**src/design/psf_pkg.sv**
```systemverilog
// shared constants and types for the prime sieve filter chain
`timescale 1ns / 1ps
`default_nettype none

package psf_pkg;

    // width of the candidate and result ports
    localparam int FIELD_BITS = 16;
    // width of the values held and tested in the chain
    localparam int VALUE_BITS = 16;
    // number of filter cells
    localparam int NUM_STAGES = 16;

    // bit counter for the serial candidate stream
    localparam int CNT_BITS = $clog2(VALUE_BITS);
    localparam logic [CNT_BITS-1:0] CNT_LAST = CNT_BITS'(VALUE_BITS - 1);

    // one slot moving down the chain per cycle while the chain advances
    typedef struct packed {
        logic valid;   // slot carries data
        logic dbit;    // candidate bit, msb first
        logic first;   // first bit of a candidate
        logic last;    // last bit of a candidate, or a clear slot
        logic clr;     // clear all cells
        logic alive;   // candidate not yet divided out
        logic stored;  // candidate already stored in a cell
    } slot_t;

endpackage

`default_nettype wire

```
**src/design/psf_launch.sv**
```systemverilog
// input stage: takes requests and streams candidate bits into the chain
`timescale 1ns / 1ps
`default_nettype none

module psf_launch import psf_pkg::*;
(
    input  wire logic                  clk,
    input  wire logic                  rst_n,
    input  wire logic                  in_valid,
    output logic                       in_stall,
    input  wire logic [FIELD_BITS-1:0] candidate,
    input  wire logic                  restart,
    input  wire logic                  advance,
    output slot_t                      slot_out
);

    logic                  busy_reg, busy_next;
    logic                  clr_reg, clr_next;
    logic [VALUE_BITS-1:0] sh_reg, sh_next;
    logic [CNT_BITS-1:0]   cnt_reg, cnt_next;
    logic [VALUE_BITS-1:0] cand_m;
    logic                  ready;
    logic                  accept;

    // slot driven into the first cell
    always_comb
    begin
        slot_out.valid  = busy_reg;
        slot_out.dbit   = sh_reg[VALUE_BITS-1];
        slot_out.first  = (cnt_reg == '0);
        slot_out.last   = clr_reg || (cnt_reg == CNT_LAST);
        slot_out.clr    = clr_reg;
        slot_out.alive  = 1'b1;
        slot_out.stored = 1'b0;
    end

    // a new request is taken once the current one sends its last slot
    assign cand_m   = VALUE_BITS'(candidate);
    assign ready    = !busy_reg || (advance && slot_out.last);
    assign in_stall = !ready;
    assign accept   = in_valid && ready;

    // serializer next state
    always_comb
    begin
        busy_next = busy_reg;
        clr_next  = clr_reg;
        sh_next   = sh_reg;
        cnt_next  = cnt_reg;
        if (advance && busy_reg)
        begin
            if (slot_out.last)
            begin
                busy_next = 1'b0;
            end
            else
            begin
                sh_next  = {sh_reg[VALUE_BITS-2:0], 1'b0};
                cnt_next = cnt_reg + CNT_BITS'(1);
            end
        end
        if (accept)
        begin
            if (restart)
            begin
                busy_next = 1'b1;
                clr_next  = 1'b1;
                cnt_next  = '0;
            end
            else if (cand_m >= VALUE_BITS'(2))
            begin
                busy_next = 1'b1;
                clr_next  = 1'b0;
                sh_next   = cand_m;
                cnt_next  = '0;
            end
        end
    end

    // control registers
    always_ff @(posedge clk or negedge rst_n)
    begin
        if (!rst_n)
        begin
            busy_reg <= 1'b0;
            clr_reg  <= 1'b0;
            cnt_reg  <= '0;
        end
        else
        begin
            busy_reg <= busy_next;
            clr_reg  <= clr_next;
            cnt_reg  <= cnt_next;
        end
    end

    // candidate shift register
    always_ff @(posedge clk)
    begin
        sh_reg <= sh_next;
    end

endmodule

`default_nettype wire

```
**src/design/psf_cell.sv**
```systemverilog
// one filter cell: holds a prime and divides the passing candidate bit-serially
`timescale 1ns / 1ps
`default_nettype none

module psf_cell import psf_pkg::*;
(
    input  wire logic  clk,
    input  wire logic  rst_n,
    input  wire logic  advance,
    input  wire slot_t slot_in,
    output slot_t      slot_out
);

    logic                  filled_reg, filled_next;
    logic [VALUE_BITS-1:0] prime_reg, prime_next;
    logic [VALUE_BITS-1:0] rem_reg, rem_next;
    slot_t                 slot_reg, slot_next;
    logic [VALUE_BITS-1:0] base;
    logic [VALUE_BITS:0]   shifted;
    logic [VALUE_BITS+1:0] diff;
    logic                  ge;
    logic                  div;

    // one restoring division step, or a plain shift when the cell is empty
    always_comb
    begin
        base    = slot_in.first ? '0 : rem_reg;
        shifted = {base, slot_in.dbit};
        diff    = {1'b0, shifted} - {2'b00, prime_reg};
        ge      = !diff[VALUE_BITS+1];
        if (filled_reg && ge)
        begin
            rem_next = diff[VALUE_BITS-1:0];
        end
        else
        begin
            rem_next = shifted[VALUE_BITS-1:0];
        end
        div = filled_reg && (rem_next == '0);
    end

    // decision at the end of a candidate, clear on a clear slot
    always_comb
    begin
        slot_next   = slot_in;
        filled_next = filled_reg;
        prime_next  = prime_reg;
        if (slot_in.valid && slot_in.clr)
        begin
            filled_next = 1'b0;
        end
        else if (slot_in.valid && slot_in.last)
        begin
            if (div)
            begin
                slot_next.alive = 1'b0;
            end
            else if (!filled_reg && slot_in.alive)
            begin
                prime_next       = rem_next;
                filled_next      = 1'b1;
                slot_next.alive  = 1'b0;
                slot_next.stored = 1'b1;
            end
        end
    end

    // control registers
    always_ff @(posedge clk or negedge rst_n)
    begin
        if (!rst_n)
        begin
            filled_reg <= 1'b0;
            slot_reg   <= '0;
        end
        else if (advance)
        begin
            filled_reg <= filled_next;
            slot_reg   <= slot_next;
        end
    end

    // prime and partial remainder
    always_ff @(posedge clk)
    begin
        if (advance)
        begin
            prime_reg <= prime_next;
            if (slot_in.valid)
            begin
                rem_reg <= rem_next;
            end
        end
    end

    assign slot_out = slot_reg;

endmodule

`default_nettype wire

```
**src/design/psf_collect.sv**
```systemverilog
// chain tail: rebuilds the candidate and holds the result for the receiver
`timescale 1ns / 1ps
`default_nettype none

module psf_collect import psf_pkg::*;
(
    input  wire logic                  clk,
    input  wire logic                  rst_n,
    input  wire slot_t                 slot_in,
    output logic                       advance,
    output logic                       out_valid,
    input  wire logic                  out_stall,
    output logic [FIELD_BITS-1:0]      found_prime,
    output logic                       overflow
);

    logic [VALUE_BITS-1:0] coll_reg, coll_next;
    logic                  out_valid_reg, out_valid_next;
    logic [FIELD_BITS-1:0] found_prime_reg, found_prime_next;
    logic                  overflow_reg, overflow_next;
    logic                  has_result;

    // a finished candidate that was stored or ran past every cell
    assign coll_next  = {coll_reg[VALUE_BITS-2:0], slot_in.dbit};
    assign has_result = slot_in.valid && slot_in.last && !slot_in.clr
                        && (slot_in.alive || slot_in.stored);

    // the whole chain holds only while a result waits on a stalled receiver
    assign advance = !(has_result && out_valid_reg && out_stall);

    // output register next state
    always_comb
    begin
        out_valid_next   = out_valid_reg && out_stall;
        found_prime_next = found_prime_reg;
        overflow_next    = overflow_reg;
        if (advance && has_result)
        begin
            out_valid_next   = 1'b1;
            found_prime_next = slot_in.stored ? FIELD_BITS'(coll_next) : '0;
            overflow_next    = !slot_in.stored;
        end
    end

    always_ff @(posedge clk or negedge rst_n)
    begin
        if (!rst_n)
        begin
            out_valid_reg <= 1'b0;
        end
        else
        begin
            out_valid_reg <= out_valid_next;
        end
    end

    // payload registers
    always_ff @(posedge clk)
    begin
        found_prime_reg <= found_prime_next;
        overflow_reg    <= overflow_next;
        if (advance && slot_in.valid)
        begin
            coll_reg <= coll_next;
        end
    end

    assign out_valid   = out_valid_reg;
    assign found_prime = found_prime_reg;
    assign overflow    = overflow_reg;

endmodule

`default_nettype wire

```
**src/design/prime_sieve_filter_chain.sv**
```systemverilog
// top level of the prime sieve filter chain
// Usage:
//   Input channel (in_valid / in_stall) takes one request: candidate and restart.
//   A candidate is streamed msb first through a row of NUM_STAGES filter cells,
//   one bit per cycle while the row advances; each filled cell reduces it by
//   its prime bit-serially. The first empty cell stores a survivor; a survivor
//   past a full row overflows. Output channel (out_valid / out_stall) gives
//   found_prime, or overflow = 1. The next candidate follows its predecessor's
//   bits straight away: the input takes a new request as the last bit goes out.
//   A restart request sends a single clear slot; a candidate below two is
//   taken but sends no slot and gives no result. From the accepting edge to
//   out_valid a candidate passes the serializer's shifts of the bit stream,
//   one register per cell and the output register.
//   Restart travels down the row as a clear slot and gives no result.
//   Reset empties every cell and the output register.
//   When the receiver stalls with a result waiting and another result reaches
//   the end of the row, the whole row holds until the waiting one is taken.
`timescale 1ns / 1ps
`default_nettype none

module prime_sieve_filter_chain import psf_pkg::*;
(
    input  wire logic                  clk,
    input  wire logic                  rst_n,
    input  wire logic                  in_valid,
    output logic                       in_stall,
    input  wire logic [FIELD_BITS-1:0] candidate,
    input  wire logic                  restart,
    output logic                       out_valid,
    input  wire logic                  out_stall,
    output logic [FIELD_BITS-1:0]      found_prime,
    output logic                       overflow
);

    slot_t links [NUM_STAGES+1];
    logic  advance;

    // serializer
    psf_launch u_launch (
        .clk      (clk),
        .rst_n    (rst_n),
        .in_valid (in_valid),
        .in_stall (in_stall),
        .candidate(candidate),
        .restart  (restart),
        .advance  (advance),
        .slot_out (links[0])
    );

    // row of filter cells
    for (genvar g = 0; g < NUM_STAGES; g++)
    begin : g_cell
        psf_cell u_cell (
            .clk     (clk),
            .rst_n   (rst_n),
            .advance (advance),
            .slot_in (links[g]),
            .slot_out(links[g+1])
        );
    end

    // tail and output register
    psf_collect u_collect (
        .clk        (clk),
        .rst_n      (rst_n),
        .slot_in    (links[NUM_STAGES]),
        .advance    (advance),
        .out_valid  (out_valid),
        .out_stall  (out_stall),
        .found_prime(found_prime),
        .overflow   (overflow)
    );

endmodule

`default_nettype wire

```
**config.mk**
```make
export PLATFORM = sky130hd
export DESIGN_NAME = prime_sieve_filter_chain
export DESIGN_NICKNAME = d
export VERILOG_FILES = /design/src/design/psf_pkg.sv /design/src/design/psf_launch.sv /design/src/design/psf_cell.sv /design/src/design/psf_collect.sv /design/src/design/prime_sieve_filter_chain.sv
export SDC_FILE = /design/constraint.sdc
export NUM_CORES = 2
export LEC_CHECK = 0
export BUFFER_PORTS_ARGS = -buffer_cell sky130_fd_sc_hd__clkbuf_2
export CAP_MARGIN = 5
export CELL_PAD_IN_SITES_DETAIL_PLACEMENT = 0
export CELL_PAD_IN_SITES_GLOBAL_PLACEMENT = 2
export CORE_MARGIN = 3
export CORE_UTILIZATION = 40
export DETAILED_ROUTE_END_ITERATION = 12
export GPL_TIMING_DRIVEN = 0
export PLACE_DENSITY = 0.73
export SLEW_MARGIN = 20
export SYNTH_ARGS = -nofsm -noshare
export SYNTH_HDL_FRONTEND = slang
export SYNTH_SLANG_ARGS = --single-unit
export TNS_END_PERCENT = 30
```
**constraint.sdc**
```tcl
create_clock -name clk -period 4.1 [get_ports clk]
set_input_delay 0.82 -clock clk [delete_from_list [all_inputs] [get_ports clk]]
set_output_delay 0.82 -clock clk [all_outputs]
set_load 0.01 [all_outputs]
```
# Word level (Yosys, flattened, before mapping)
# Index checks and enable logic that the tools add are counted.
# totals
in_bits,21
output_inout_bits,19
regBits,694
wordCells,656
# classes
bitwise_logic,34
order_cmp,1
add_sub_neg,17
n_eq_ne,17
muxes,193
n_reduce_logical,227
# op_table
op,n
$mux W16,37
$sub A17 B16 Y18,16
$logic_not A16 Y1,16
$mux W1,103
$mux W2,48
$logic_and A1 B1 Y1,90
$reduce_and A5 Y1,16
$reduce_bool A2 Y1,32
$reduce_and A4 Y1,15
$logic_not A1 Y1,36
$not A1 Y1,34
$reduce_and A2 Y1,17
$ne A2 B2 Y1 const B,16
$mux W4,5
$ge A16 B2 Y1 const B,1
$add A4 B1 Y4 const B,1
$eq A4 B4 Y1 const B,1
$logic_not A4 Y1,1
$logic_or A1 B1 Y1,3
$reduce_and A3 Y1,1

# Longest topological paths before layout
# depth
ltp_word,11
depth_mapped,17
ltp_nobuf,15

# By module
# A second synthesis with hierarchy kept.
# unflattened
hier_cells,3962
hier_area_um2,42852.3
# modules_own_cells
mod,n_inst,area_per_inst_um2,cells_per_inst,seq_area_each_um2
psf_cell at g_cell[0].u_cell ...,6,2518.7,233,1161.1
psf_cell at g_cell[2].u_cell ...,5,2479.9,233,1161.1
psf_cell at g_cell[10].u_cell,1,2688.8,257,1161.1
psf_cell at g_cell[6].u_cell,1,2625.0,253,1161.1
psf_cell at g_cell[7].u_cell,1,2586.2,242,1161.1
psf_cell at g_cell[11].u_cell,1,2565.0,249,1161.1
psf_cell at g_cell[5].u_cell,1,2547.4,241,1161.1
psf_launch,1,1173.6,98,470.5
psf_collect,1,1154.9,59,985.9

# Worst setup path after synthesis
# Ideal clock, no wire load.
# synth_path
path_type,in2reg
from,input out_stall
to,"register g_cell[13].u_cell.prime_reg[0], enable pin"
arrival_time_ps,3221
path_stages,5
path_buffers,2
path_slack_ps,440
required_ps,3662
setup_time_ps,438
path_cell_list,nand2_1 -> nor2_1 -> clkbuf_1 -> buf_1 -> nor4b_1
# synth_via
elab_chain_len,3
# synth_rtl
element,line_no,text
from (decl),prime_sieve_filter_chain.sv:30,"input wire logic out_stall,"
$logic_and A1 B1 Y1,psf_collect.sv:29,assign advance = !(has_result && out_valid_reg && out_stall);
$not A1 Y1 (no line),--,
$reduce_and A5 Y1 (no line),--,
to (signal assigned),psf_cell.sv:88,prime_reg <= prime_next;
to (decl),psf_cell.sv:15,"logic [VALUE_BITS-1:0] prime_reg, prime_next;"
# No other way between the ends.
# A chain may end at the register's enable or synchronous reset.

# Worst setup path after layout
# layout_path
from,"register g_cell[4].u_cell.slot_reg, in the netlist g_cell[4].u_cell.slot_out[4]"
to,"register g_cell[5].u_cell.slot_reg, in the netlist g_cell[5].u_cell.slot_out[1]"
# layout_via
elab_chain_len,10
# layout_rtl
element,line_no,text
from (decl),psf_cell.sv:17,"slot_t slot_reg, slot_next;"
from (signal assigned),psf_cell.sv:79,slot_reg <= slot_next;
$mux W16 (*),psf_cell.sv:27,base = slot_in.first ? '0 : rem_reg;
$sub A17 B16 Y18,psf_cell.sv:29,"diff = {1'b0, shifted} - {2'b00, prime_reg};"
$logic_not A1 Y1,psf_cell.sv:30,ge = !diff[VALUE_BITS+1];
$logic_and A1 B1 Y1,psf_cell.sv:31,if (filled_reg && ge)
$mux W16 (*),psf_cell.sv:31,
named net g_cell[5].u_cell.rem_next[10],psf_cell.sv:16,"logic [VALUE_BITS-1:0] rem_reg, rem_next;"
$logic_not A16 Y1 (*),psf_cell.sv:39,div = filled_reg && (rem_next == '0);
$logic_and A1 B1 Y1 (*),psf_cell.sv:39,
$mux W1 (*),psf_cell.sv:54,if (div)
$mux W2 (*),psf_cell.sv:52,else if (slot_in.valid && slot_in.last)
$mux W2 (*),psf_cell.sv:48,if (slot_in.valid && slot_in.clr)
to (signal assigned),psf_cell.sv:79,
to (decl),psf_cell.sv:17,
# Mark *: on every way through the listed nets, which the timed path passes. The rest lies on a longest branch.

==> results.sh <==
export IMPL_ys_flop_type="edfxtp_1"
export IMPL_fin_tns_setup_ps=0
export IMPL_clock_path_buffers=3
export IMPL_synth_nets=4309
export IMPL_syn2layout_area_growth_pct=13.8
export IMPL_place_area_sq_um=43300
export IMPL_ys_ff_latch=694
export IMPL_dieArea_sq_um=106000
export IMPL_avgRoutedWirePerCell_um=18.8
export IMPL_cp_max_fo=8
export IMPL_grt_antenna_before_repair=1
export IMPL_hpwl_um=78100
export IMPL_vias=29500
export IMPL_tightest_slew_ps=1110
export IMPL_clk_latency_ps=650
export IMPL_drv_slew=0
export IMPL_synth_edf_count=544
export IMPL_cts_tree="yes"
export IMPL_gp_congestion=0.827
export IMPL_rows=116
export IMPL_final_common_cell="edfxtp_1"
export IMPL_cts_root_buf="clkbuf_16"
export IMPL_fmax_ghz=0.251
export IMPL_numPortBuffers=39
export IMPL_fin_area_sq_um=46600
export IMPL_clock_skew_final_ps=28.5
export IMPL_irDropWorstVdd_mv=0.393
export IMPL_h_tree_depth=3
export IMPL_multi_input_comb_area_sq_um=19400
export IMPL_syn_instance_count=4014
export IMPL_finalHoldViolations=0
export IMPL_power_density_nw_per_um2=795
export IMPL_crit_type="reg2reg"
export IMPL_synthArstFlopShare=0.193
export IMPL_period_needed_ps=3980
export IMPL_start_util=0.406
export IMPL_finalCritPeriodShare=0.972
export IMPL_most_common_layout_cells="edfxtp_1, nand2_1, inv_1, ha_1, a21oi_1"
export IMPL_numClockSinks=694
export IMPL_via_per_inst=5.25
export IMPL_io_pins=40
export IMPL_leakagePower_nw=20.1
export IMPL_synth_cell_types=88
export IMPL_startpoint_type="flop"
export IMPL_avgSynthCellArea_sq_um=10.2
export IMPL_drive_gt1_frac=0.101
export IMPL_clk_pin_slew_worst_paths_ps=60
export IMPL_ant_nets=0
export IMPL_fill_cells=9676
export IMPL_synth_warnings=0
export IMPL_die_y_um=326
export IMPL_track_usage=0.197
export IMPL_drt_total_wl_um=106000
export IMPL_cts_buffers=86
export IMPL_status="complete, no violations"
export IMPL_drc=0
export IMPL_grt_pass1_wl_um=167000
export IMPL_end_kind="flop"
export IMPL_yosysSeqAreaShare=0.488
export IMPL_nets=4481
export IMPL_grt_overflow=0
export IMPL_hold_class="in2async"
export IMPL_crit_required_ps=4630
export IMPL_cp_data_arrival_time_ps=4520
export IMPL_register_area_sq_um=20000
export IMPL_die_w_um=326
export IMPL_core_sq_um=101000
export IMPL_first_pass_iters=6
export IMPL_rsz0062_at_grt="true"
export IMPL_grt_pass1_vias=29600
export IMPL_drt_iter0_drc=1476
export IMPL_cap_violations=0
export IMPL_slew_headroom=0.258
export IMPL_synth_area_sq_um=41000
export IMPL_setup_viol=0
export IMPL_grt_max_degree=82
-- layer usage --
layer,GRT usage,wire (um),up-vias
met4,0.0437,2110,0
met5,0,0,-
met2,0.331,49600,397
met3,0.0272,3350,123
met1,0.270,50600,14200
li1,-,-,14800
-- repair_timing --
action | in CTS | in global routing
setup buffers | 1 | 2
setup endpoints to repair | 401 | 187
hold buffers | 0 | 0
gates resized for setup | 66 | 48
cloned | 0 | 0
pin swaps | 2 | 2
-- logic make-up after synthesis --
group | Yosys count | share of synthesized area
AO/OA/AOI/OAI | 891 | 0.139
buffers and inverters | 492 | 0.0455
AND/OR/NAND/NOR | 1322 | 0.161
XOR/XNOR | 198 | 0.0423
adder cells (fa/ha/maj) | 274 | 0.0866
multiplexers | 143 | 0.0373
flip-flops | 694 | 0.488
-- path summary, 6_finish.rpt --
check                                                  start                             to  slack, ps  depth (start not counted)
worst max register to register  g_cell[4].u_cell.slot_out[4]   g_cell[5].u_cell.slot_out[1]        120                         13
max in group asynchronous                              rst_n  g_cell[10].u_cell.slot_out[4]       3010                          2
min in group clk                                candidate[8]             u_launch.sh_reg[8]        400                          3
worst min-delay path                                   rst_n   g_cell[3].u_cell.slot_out[4]        160                          1
worst min register to register         u_collect.coll_reg[9]         u_collect.coll_reg[10]        440                          0
worst max-delay path            g_cell[4].u_cell.slot_out[4]   g_cell[5].u_cell.slot_out[1]        120                         13
-- where the power goes --
group / switching [mW] / leakage (nW) / internal (mW)
clock: 3.07 / 1.46 / 4.96
sequential: 1.40 / 7.14 / 11.3
combinational: 10.0 / 11.5 / 6.32
-- final cells by class --
cell class	instances	share of cell area
Sequential cell	694	0.429
Multi-Input combinational cell	2828	0.416
Clock buffer	121	0.0529
Tap cell	1357	0.0364
Inverter	389	0.0314
Timing Repair Buffer	89	0.0125
Clock inverter	41	0.0117
Buffer	98	0.00985
Antenna cell	1	0.0000537
-- through the flow --
step	util	setup WS (ps)	hold slack (ps)	total power, mW	cells
floorplan	-	440	418	24.2	4014
global placement	0.425	-2930	423	29.0	5410
detailed placement	0.429	-1260	427	29.0	5455
CTS	0.461	-110	140	37.4	5614
global route	0.462	-96.9	162	40.0	5617
finish	0.462	116	165	37.1	5618
-- critical path, stage by stage (launching register included) --
cell and delay [ps]:
dfrtp_1 470, inv_1 280, nand2_1 170, inv_1 120, ha_1 220, nor2b_1 150, o2111ai_1 250, nand3_1 250
a41oi_2 390, nor4_1 110, o21ai_2 310, mux2_2 420, or4_1 510, o221a_1 220
-- cell usage after synthesis, drive strengths merged (18+ instances only) --
master | n | area (sq um)
a211oi | 18 | 135
a21o | 98 | 736
a21oi | 236 | 1180
a31oi | 45 | 282
and2 | 46 | 288
buf | 21 | 95.1
clkbuf | 82 | 308
dfrtp | 134 | 3350
edfxtp | 544 | 16300
ha | 258 | 3230
inv | 387 | 1450
mux2 | 71 | 807
mux2i | 72 | 721
nand2 | 446 | 1670
nand2b | 41 | 257
nand3 | 51 | 255
nand3b | 33 | 248
nand4 | 42 | 263
nor2 | 229 | 860
nor2b | 212 | 1330
nor3 | 65 | 325
nor4 | 54 | 338
nor4b | 18 | 158
o21a | 52 | 390
o21ai | 233 | 1170
o21bai | 22 | 165
o31a | 24 | 210
o31ai | 18 | 135
xnor2 | 103 | 902
xor2 | 95 | 832
Power figures use the tool's default switching activity.
